[src/rtl/skvt_pkg.sv]
// ----------------------------------------------------------------------------
// skvt_pkg
// Types and constants of the sorted key/value table.
// ----------------------------------------------------------------------------
`default_nettype none

package skvt_pkg;

  localparam int ENTRIES_DEF = 64;

  localparam int KIND_W   = 2;
  localparam int KEY_W    = 31;
  localparam int VAL_W    = 16;
  localparam int STORED_W = 15;
  localparam int STATUS_W = 3;

  localparam logic [VAL_W-1:0] NO_VALUE = 16'hFFFF;

  localparam logic [STATUS_W-1:0] ST_DONE    = 3'd0;
  localparam logic [STATUS_W-1:0] ST_DUP     = 3'd1;
  localparam logic [STATUS_W-1:0] ST_INVALID = 3'd2;
  localparam logic [STATUS_W-1:0] ST_FULL    = 3'd3;
  localparam logic [STATUS_W-1:0] ST_ABSENT  = 3'd4;

  typedef enum logic [KIND_W-1:0] {
    KIND_LOOKUP = 2'd0,
    KIND_INSERT = 2'd1,
    KIND_REMOVE = 2'd2,
    KIND_CLEAR  = 2'd3
  } kind_t;

  typedef enum logic [2:0] {
    S_IDLE,
    S_SCAN_RD,
    S_SCAN_CMP,
    S_EXEC,
    S_INS_RD,
    S_INS_WR,
    S_RM_RD,
    S_RM_WR
  } state_t;

  typedef struct packed {
    logic [KEY_W-1:0]    key;
    logic [STORED_W-1:0] val;
  } entry_t;

endpackage

`default_nettype wire

[src/rtl/sorted_key_value_table.sv]
// A lookup, insert or remove scans from slot 0 up to the first key that is not
// below the search key, or to the end of the table; an insert or remove then
// moves the tail one entry at a time. A clear is done on its accept edge. The
// result register loads the held result once the output register is free.
// Throughput: one word at a time; in_stall holds off a new word while busy.
// Reset empties the table (count to zero); table contents are not cleared.
`default_nettype none

// ----------------------------------------------------------------------------
// sorted_key_value_table
// Key/value table kept in ascending key order in a one-read one-write memory,
// searched and shifted one entry at a time under a small sequencer.
// ----------------------------------------------------------------------------
module sorted_key_value_table #(
  parameter int ENTRIES = skvt_pkg::ENTRIES_DEF
) (
  input  wire logic                                clk,
  input  wire logic                                rst_n,
  input  wire logic                                in_valid,
  output logic                                     in_stall,
  input  wire logic [skvt_pkg::KIND_W-1:0]         in_kind,
  input  wire logic [skvt_pkg::KEY_W-1:0]          in_key,
  input  wire logic signed [skvt_pkg::VAL_W-1:0]   in_new_value,
  output logic                                     out_valid,
  input  wire logic                                out_stall,
  output logic                                     out_found,
  output logic signed [skvt_pkg::VAL_W-1:0]        out_found_value,
  output logic [skvt_pkg::STATUS_W-1:0]            out_status
);

  import skvt_pkg::*;

  localparam int AW = (ENTRIES > 1) ? $clog2(ENTRIES) : 1;
  localparam int CW = $clog2(ENTRIES + 1);
  localparam logic [CW-1:0] FULL_CNT = CW'(ENTRIES);
  localparam logic [CW-1:0] ONE      = CW'(1);

  entry_t mem [ENTRIES];
  entry_t rdata_r;
  logic           mem_we;
  logic [AW-1:0]  mem_waddr;
  logic [AW-1:0]  mem_raddr;
  entry_t         mem_wdata;

  state_t state_r, state_nxt;
  kind_t  kind_r, kind_nxt;
  logic [KEY_W-1:0] key_r, key_nxt;
  logic [VAL_W-1:0] val_r, val_nxt;
  logic [CW-1:0]    idx_r, idx_nxt;
  logic [CW-1:0]    sh_r, sh_nxt;
  logic [CW-1:0]    cnt_r, cnt_nxt;
  logic             hit_r, hit_nxt;
  logic [VAL_W-1:0] fval_r, fval_nxt;
  logic [STATUS_W-1:0] st_r, st_nxt;
  logic             done_r, done_nxt;

  logic             out_valid_r, out_valid_nxt;
  logic             out_found_r, out_found_nxt;
  logic [VAL_W-1:0] out_fval_r, out_fval_nxt;
  logic [STATUS_W-1:0] out_status_r, out_status_nxt;

  logic out_free;

  assign out_free = !out_valid_r || !out_stall;

  always_ff @(posedge clk) begin
    if (mem_we) begin
      mem[mem_waddr] <= mem_wdata;
    end
    rdata_r <= mem[mem_raddr];
  end

  always_ff @(posedge clk) begin
    if (!rst_n) begin
      state_r     <= S_IDLE;
      cnt_r       <= '0;
      done_r      <= 1'b0;
      out_valid_r <= 1'b0;
    end else begin
      state_r     <= state_nxt;
      cnt_r       <= cnt_nxt;
      done_r      <= done_nxt;
      out_valid_r <= out_valid_nxt;
    end
  end

  always_ff @(posedge clk) begin
    kind_r       <= kind_nxt;
    key_r        <= key_nxt;
    val_r        <= val_nxt;
    idx_r        <= idx_nxt;
    sh_r         <= sh_nxt;
    hit_r        <= hit_nxt;
    fval_r       <= fval_nxt;
    st_r         <= st_nxt;
    out_found_r  <= out_found_nxt;
    out_fval_r   <= out_fval_nxt;
    out_status_r <= out_status_nxt;
  end

  always_comb begin
    state_nxt      = state_r;
    kind_nxt       = kind_r;
    key_nxt        = key_r;
    val_nxt        = val_r;
    idx_nxt        = idx_r;
    sh_nxt         = sh_r;
    cnt_nxt        = cnt_r;
    hit_nxt        = hit_r;
    fval_nxt       = fval_r;
    st_nxt         = st_r;
    done_nxt       = done_r;
    out_valid_nxt  = out_valid_r && out_stall;
    out_found_nxt  = out_found_r;
    out_fval_nxt   = out_fval_r;
    out_status_nxt = out_status_r;
    mem_we         = 1'b0;
    mem_waddr      = idx_r[AW-1:0];
    mem_wdata      = '{key: key_r, val: val_r[STORED_W-1:0]};
    mem_raddr      = idx_r[AW-1:0];
    in_stall       = 1'b1;

    // result handoff to the output register
    if (done_r && out_free) begin
      done_nxt       = 1'b0;
      out_valid_nxt  = 1'b1;
      out_found_nxt  = hit_r;
      out_fval_nxt   = fval_r;
      out_status_nxt = st_r;
    end

    case (state_r)
      S_IDLE: begin
        in_stall = done_r;
        if (in_valid && !done_r) begin
          kind_nxt = kind_t'(in_kind);
          key_nxt  = in_key;
          val_nxt  = in_new_value;
          idx_nxt  = '0;
          hit_nxt  = 1'b0;
          fval_nxt = NO_VALUE;
          st_nxt   = ST_DONE;
          if (kind_t'(in_kind) == KIND_CLEAR) begin
            cnt_nxt  = '0;
            done_nxt = 1'b1;
          end else begin
            state_nxt = S_SCAN_RD;
          end
        end
      end
      S_SCAN_RD: begin
        if (idx_r == cnt_r) begin
          state_nxt = S_EXEC;
        end else begin
          mem_raddr = idx_r[AW-1:0];
          state_nxt = S_SCAN_CMP;
        end
      end
      S_SCAN_CMP: begin
        if (rdata_r.key < key_r) begin
          idx_nxt   = idx_r + ONE;
          state_nxt = S_SCAN_RD;
        end else begin
          if (rdata_r.key == key_r) begin
            hit_nxt  = 1'b1;
            fval_nxt = {1'b0, rdata_r.val};
          end
          state_nxt = S_EXEC;
        end
      end
      S_EXEC: begin
        state_nxt = S_IDLE;
        done_nxt  = 1'b1;
        case (kind_r)
          KIND_LOOKUP: begin
            st_nxt = hit_r ? ST_DONE : ST_ABSENT;
          end
          KIND_INSERT: begin
            if (val_r[VAL_W-1]) begin
              st_nxt = ST_INVALID;
            end else if (hit_r) begin
              st_nxt = ST_DUP;
            end else if (cnt_r == FULL_CNT) begin
              st_nxt = ST_FULL;
            end else begin
              st_nxt    = ST_DONE;
              sh_nxt    = cnt_r;
              done_nxt  = 1'b0;
              state_nxt = S_INS_RD;
            end
          end
          KIND_REMOVE: begin
            if (hit_r) begin
              st_nxt    = ST_DONE;
              sh_nxt    = idx_r;
              done_nxt  = 1'b0;
              state_nxt = S_RM_RD;
            end else begin
              st_nxt = ST_ABSENT;
            end
          end
          default: begin
            st_nxt = ST_DONE;
          end
        endcase
      end
      S_INS_RD: begin
        if (sh_r == idx_r) begin
          mem_we    = 1'b1;
          mem_waddr = idx_r[AW-1:0];
          cnt_nxt   = cnt_r + ONE;
          done_nxt  = 1'b1;
          state_nxt = S_IDLE;
        end else begin
          mem_raddr = AW'(sh_r - ONE);
          state_nxt = S_INS_WR;
        end
      end
      S_INS_WR: begin
        mem_we    = 1'b1;
        mem_waddr = sh_r[AW-1:0];
        mem_wdata = rdata_r;
        sh_nxt    = sh_r - ONE;
        state_nxt = S_INS_RD;
      end
      S_RM_RD: begin
        if ((sh_r + ONE) == cnt_r) begin
          cnt_nxt   = cnt_r - ONE;
          done_nxt  = 1'b1;
          state_nxt = S_IDLE;
        end else begin
          mem_raddr = AW'(sh_r + ONE);
          state_nxt = S_RM_WR;
        end
      end
      S_RM_WR: begin
        mem_we    = 1'b1;
        mem_waddr = sh_r[AW-1:0];
        mem_wdata = rdata_r;
        sh_nxt    = sh_r + ONE;
        state_nxt = S_RM_RD;
      end
      default: begin
        state_nxt = S_IDLE;
      end
    endcase
  end

  assign out_valid       = out_valid_r;
  assign out_found       = out_found_r;
  assign out_found_value = out_fval_r;
  assign out_status      = out_status_r;

endmodule

`default_nettype wire

[config.mk]
export PLATFORM = sky130hd
export DESIGN_NAME = sorted_key_value_table
export DESIGN_NICKNAME = d
export VERILOG_FILES = /design/src/rtl/skvt_pkg.sv /design/src/rtl/sorted_key_value_table.sv
export SDC_FILE = /design/constraint.sdc
export NUM_CORES = 2
export LEC_CHECK = 0
export ABC_CLOCK_PERIOD_IN_PS = 8600
export BUFFER_PORTS_ARGS = -buffer_cell sky130_fd_sc_hd__buf_4
export CORE_AREA = 4 4 675 342
export CTS_CLUSTER_SIZE = 25
export DETAILED_ROUTE_END_ITERATION = 12
export DIE_AREA = 0 0 679 346
export PLACE_DENSITY_LB_ADDON = 0.3
export RECOVER_POWER = 100
export SLEW_MARGIN = 20
export SYNTH_ARGS = -nofsm -noshare
export SYNTH_HDL_FRONTEND = slang
export SYNTH_SLANG_ARGS = --single-unit
[constraint.sdc]
create_clock -name clk -period 8.6 [get_ports clk]
set_clock_uncertainty 0.1 [all_clocks]
set_input_delay 2.58 -clock clk [delete_from_list [all_inputs] [get_ports clk]]
set_output_delay 2.58 -clock clk [all_outputs]
set_load 0.005 [all_outputs]
==> flow_results.xml <==
<?xml version="1.0" encoding="UTF-8"?>
<metrics>
  <group name="logic_synthesis">
    <metric name="fraction_of_the_mapped_netlist_area_in_compound_gates" unit="">0.05731</metric>
    <metric name="yosys.area_share.adder" unit="">0.004521</metric>
    <metric name="synth_top_family_by_area" unit="">simple AND/OR/NAND/NOR gates</metric>
    <metric name="synth-seq-area-share" unit="">0.7507</metric>
    <metric name="syn_avg_cell_area" unit="um2">13.48</metric>
    <metric name="total_of_flip_flops_plus_latches_after_synthesis" unit="">3105</metric>
    <metric name="synth_edf_count" unit="">3047</metric>
    <metric name="synthMostInstantiatedCell" unit="">sky130_fd_sc_hd__edfxtp_1</metric>
    <metric name="synthXorXnorAreaFrac" unit="">0.003011</metric>
    <metric name="yosysTopAreaCell" unit="">sky130_fd_sc_hd__edfxtp_1</metric>
    <metric name="synthArstFlopShare" unit="">0</metric>
    <metric name="synthesis.instances" unit="">9158</metric>
    <metric name="synth-warning-count" unit="">0</metric>
    <metric name="muxShareOfSynthArea" unit="">0.01749</metric>
    <metric name="synthesis.nets" unit="">9255</metric>
    <metric name="syn_area" unit="mm2">0.1234</metric>
    <metric name="synth_area_leaders" unit="">sky130_fd_sc_hd__edfxtp_1 (74%), sky130_fd_sc_hd__nand2_1 (8.2%), sky130_fd_sc_hd__nand3_1 (3.2%)</metric>
    <metric name="synth_commonest_cells" unit="">sky130_fd_sc_hd__edfxtp_1 (3047), sky130_fd_sc_hd__nand2_1 (2698), sky130_fd_sc_hd__nand3_1 (794)</metric>
    <metric name="synth.lib_cells_used.distinct" unit="">82</metric>
    <metric name="synth-simple-area-share" unit="">0.1423</metric>
    <metric name="synth_top_area_frac" unit="">0.7413</metric>
    <metric name="synth_top_flop_cell" unit="">sky130_fd_sc_hd__edfxtp_1</metric>
  </group>
  <group name="clocking">
    <metric name="cts_setup_buffers" unit="">0</metric>
    <metric name="resized_cells_post_cts" unit="">0</metric>
    <metric name="cts_tree" unit="">done</metric>
    <metric name="clock-sinks" unit="">3105</metric>
    <metric name="path_clk_slew" unit="ns">0.07</metric>
    <metric name="clk-insertion-delay-late" unit="ns">0.85</metric>
    <metric name="cts_hold_buf" unit="">0</metric>
    <metric name="number_of_buffers_created_by_cts" unit="">277</metric>
    <metric name="clock_tree.htree_level_count" unit="">5</metric>
    <metric name="cts.root.buffer_cell" unit="">sky130_fd_sc_hd__clkbuf_16</metric>
    <metric name="clock_path_buffers" unit="">4</metric>
  </group>
  <group name="power_and_ir_drop">
    <metric name="power_leakage" unit="uW">0.04582</metric>
    <metric name="power_density" unit="mW/mm2">234.5</metric>
    <metric name="sw_frac_of_total" unit="">0.2396</metric>
    <metric name="internal_power" unit="uW">24190</metric>
    <metric name="vdd_drop_max" unit="V">0.0001591</metric>
    <metric name="switchingPower" unit="uW">7620</metric>
    <metric name="clock_power_share" unit="">0.381</metric>
    <metric name="power.sequential.fraction" unit="">0.536</metric>
    <metric name="combinational_share_of_power" unit="">0.084</metric>
  </group>
  <group name="global_route">
    <metric name="gr-usage-all-layers" unit="">0.3339</metric>
    <metric name="grt_first_pass_wirelength" unit="mm">559.9</metric>
    <metric name="antenna_found_initial" unit="">27</metric>
    <metric name="first_global_vias" unit="">74560</metric>
    <metric name="grt_overflow_total" unit="">0</metric>
    <metric name="grt_max_degree" unit="">163</metric>
  </group>
  <group name="setup_path">
    <metric name="path_max_fanout" unit="">45</metric>
    <metric name="crit_type" unit="">reg -&gt; reg</metric>
    <metric name="cp_data_arrival_time" unit="ns">7.54</metric>
    <metric name="reg2reg_from" unit="">state_r[0]$_SDFFE_PN0P_</metric>
    <metric name="worst-r2r-cell-count" unit="">6</metric>
    <metric name="setup.worst_path.start_class" unit="">register</metric>
    <metric name="crit-reg2reg-capture" unit="">mem[37][21]$_DFFE_PP_</metric>
    <metric name="r2r_slack" unit="ns">1.29</metric>
    <metric name="cp-end-kind" unit="">register</metric>
    <metric name="timing.critical_path.required" unit="ns">8.83</metric>
  </group>
  <group name="placed_design">
    <metric name="final_estimated_routing_congestion_in_global_placement" unit="">0.8930</metric>
    <metric name="dp.final_hpwl" unit="mm">217.2</metric>
    <metric name="port_buffers" unit="">74</metric>
  </group>
  <group name="detailed_routing">
    <metric name="dr.first_iter.drc_count" unit="">15550</metric>
    <metric name="detailroute.via_count" unit="">82380</metric>
    <metric name="antenna_left" unit="">0</metric>
    <metric name="residual_drc" unit="">0</metric>
    <metric name="drt_pre_antenna_iters" unit="">8</metric>
    <metric name="via_per_inst" unit="">6.677</metric>
    <metric name="detail_route.wl_per_cell" unit="um">32.64</metric>
    <metric name="route.final.wire_length" unit="mm">402.7</metric>
  </group>
  <group name="sta">
    <metric name="worst-slew-pin-transition" unit="ns">3.951</metric>
    <metric name="finalHoldWorstSlack" unit="ns">0.3104</metric>
    <metric name="finalHoldViolCount" unit="">0</metric>
    <metric name="maxClockFrequency" unit="MHz">136.7</metric>
    <metric name="maxSlewViolCount" unit="">4420</metric>
    <metric name="min_period_over_period" unit="">0.8504</metric>
    <metric name="layout_min_cycle_time" unit="ns">7.314</metric>
    <metric name="unrepaired_setup_endpoints_after_global_routing" unit="">false</metric>
    <metric name="setup_violations" unit="">0</metric>
    <metric name="timing.slew.headroom" unit="">-1.634</metric>
    <metric name="tns" unit="ns">0</metric>
  </group>
  <group name="hold_path">
    <metric name="worst_hold_path_type" unit="">reg -&gt; reg</metric>
    <metric name="worst_hold_path_startpoint" unit="">fval_r[4]$_SDFFCE_PN1P_</metric>
    <metric name="worstHoldEndpoint" unit="">out_found_value[4]$_DFFE_PP_</metric>
    <metric name="timing.hold.worst_path_depth" unit="">0</metric>
  </group>
  <group name="flow_run">
    <metric name="timing.max_cap.violations" unit="">117</metric>
  </group>
  <group name="final_layout">
    <metric name="drive_above_1_share" unit="">0.07280</metric>
    <metric name="final_net_count" unit="">9221</metric>
    <metric name="area_delta_synth_final" unit="%">9.890</metric>
  </group>
  <group name="outcome">
    <metric name="failed_checks" unit="">capacitance limit, slew limit</metric>
    <metric name="status" unit="">complete, but fails checks</metric>
  </group>
  <group name="floorplanning">
    <metric name="die_y" unit="um">346</metric>
    <metric name="start_util" unit="">0.5501</metric>
    <metric name="floorplan.rows" unit="">123</metric>
    <metric name="die-area" unit="mm2">0.2349</metric>
    <metric name="die_w" unit="um">679</metric>
    <metric name="boundaryPins" unit="">75</metric>
    <metric name="design.core.area" unit="mm2">0.2244</metric>
  </group>
</metrics>
power by group through the flow:
stage                     sequential (uW)  combinational, uW  clock (uW)
after floorplan                     17200               1670           0
after global placement              17300               2540           0
after detailed placement            17300               2580           0
after CTS                           17000               2600       12100
after global routing                17000               2810       12700
final                               17000               2660       12100
worst max path at each step:
stage	start	end	slack, ns	depth (start not counted)
final	state_r[0]$_SDFFE_PN0P_	mem[37][21]$_DFFE_PP_	1.29	6
after global placement	sh_r[0]$_DFFE_PP_	rdata_r[7]$_DFF_P_	2.96	13
after global routing	state_r[0]$_SDFFE_PN0P_	mem[32][21]$_DFFE_PP_	1.41	7
after CTS	sh_r[0]$_DFFE_PP_	rdata_r[2]$_DFF_P_	3.10	15
after detailed placement	sh_r[2]$_DFFE_PP_	rdata_r[44]$_DFF_P_	3.11	13
after floorplan	in_valid	idx_r[0]$_SDFFCE_PN0P_	3.97	4
metrics by stage:
step | area, um2 | power, uW | setup slack (ns) | utilization | cells
after CTS | 136100 | 31670 | 3.105 | 0.6067 | 12320
after floorplan | 123400 | 18830 | 3.967 | - | 9158
after detailed placement | 127600 | 19910 | 3.111 | 0.5688 | 11840
final | 135600 | 31810 | 1.286 | 0.6045 | 12340
after global routing | 135600 | 32550 | 1.405 | 0.6044 | 12330
after global placement | 127600 | 19870 | 2.955 | 0.5687 | 11840
layer usage:
metal	vias up	global-route usage	wire, um
met3	1136	0.1162	70850
met4	18	0.1372	20450
li1	33830	-	-
met2	6985	0.4649	167700
met1	40410	0.4811	143600
met5	-	0	126
logic make-up (layout without fill, tap and decap cells):
| group | Yosys count | in the layout |
|---|---|---|
| AO/OA/AOI/OAI | 1027 | 1027 |
| XOR/XNOR | 40 | 40 |
| adder cells (fa/ha/maj) | 44 | 44 |
| buffers and inverters | 647 | 816 |
| flip-flops | 3105 | 3105 |
| multiplexers | 206 | 206 |
| other | 0 | 12 |
| AND/OR/NAND/NOR | 4089 | 4089 |
registers in the layout, indices dropped and copies added, names as in the netlist:
| name | flops |
|---|---|
| out_status | 3 |
| rdata_r | 46 |
| out_valid | 1 |
| idx_r | 7 |
| st_r | 3 |
| hit_r | 1 |
| out_found_value | 16 |
| kind_r | 2 |
| val_r | 16 |
| cnt_r | 7 |
| sh_r | 7 |
| mem | 2944 |
| fval_r | 16 |
| state_r | 3 |
| done_r | 1 |
| key_r | 31 |
| out_found | 1 |
cells in the final DEF (no fill, tap or decap), types with 14 or more instances in the layout:
| cell type | count |
|---|---|
| sky130_fd_sc_hd__nand2b_1 | 19 |
| sky130_fd_sc_hd__clkinv_1 | 44 |
| sky130_fd_sc_hd__clkbuf_16 | 282 |
| sky130_fd_sc_hd__a32oi_1 | 50 |
| sky130_fd_sc_hd__inv_1 | 50 |
| sky130_fd_sc_hd__o21ai_0 | 80 |
| sky130_fd_sc_hd__nor4_1 | 37 |
| sky130_fd_sc_hd__o211ai_1 | 15 |
| sky130_fd_sc_hd__nand3_1 | 793 |
| sky130_fd_sc_hd__a311oi_1 | 167 |
| sky130_fd_sc_hd__nand2_1 | 2697 |
| sky130_fd_sc_hd__xor2_1 | 17 |
| sky130_fd_sc_hd__nand4_1 | 60 |
| sky130_fd_sc_hd__bufinv_16 | 16 |
| sky130_fd_sc_hd__and3_1 | 272 |
| sky130_fd_sc_hd__dfxtp_1 | 58 |
| sky130_fd_sc_hd__edfxtp_1 | 3047 |
| sky130_fd_sc_hd__nor3_1 | 23 |
| sky130_fd_sc_hd__clkbuf_4 | 57 |
| sky130_fd_sc_hd__mux2_1 | 40 |
| sky130_fd_sc_hd__mux2i_1 | 156 |
| sky130_fd_sc_hd__buf_4 | 121 |
| sky130_fd_sc_hd__ha_1 | 43 |
| sky130_fd_sc_hd__a21oi_1 | 274 |
| sky130_fd_sc_hd__xnor2_1 | 21 |
| sky130_fd_sc_hd__a211oi_1 | 27 |
| sky130_fd_sc_hd__clkbuf_1 | 131 |
| sky130_fd_sc_hd__o22ai_1 | 44 |
| sky130_fd_sc_hd__clkinv_2 | 32 |
| sky130_fd_sc_hd__clkbuf_8 | 15 |
| sky130_fd_sc_hd__o31ai_1 | 14 |
| sky130_fd_sc_hd__a32o_1 | 16 |
| sky130_fd_sc_hd__buf_12 | 39 |
| sky130_fd_sc_hd__nor2_4 | 42 |
| sky130_fd_sc_hd__clkbuf_2 | 14 |
| sky130_fd_sc_hd__o41ai_1 | 15 |
| sky130_fd_sc_hd__nor2_1 | 92 |
| sky130_fd_sc_hd__a2111oi_0 | 36 |
| sky130_fd_sc_hd__a31oi_1 | 174 |
critical path, cell delays in order (launching register included):
cell and delay (ns):
sky130_fd_sc_hd__dfxtp_1 0.46, sky130_fd_sc_hd__nand2_1 1.25, sky130_fd_sc_hd__buf_4 0.98, sky130_fd_sc_hd__mux2i_1 0.48, sky130_fd_sc_hd__nand2_1 0.53, sky130_fd_sc_hd__nor2_4 0.25
sky130_fd_sc_hd__clkbuf_1 2.65
final cells by class:
class	count	area (um2)
sequential	3105	92660
antenna	12	30.03
fill	16650	88750
clock buffer	377	7564
multi-input combinational	5406	28110
clock inverter	105	942.2
timing repair buffer	282	2379
inverter	52	196.4
tap	3000	3754
No activity file was read; power rests on OpenSTA's default activity.
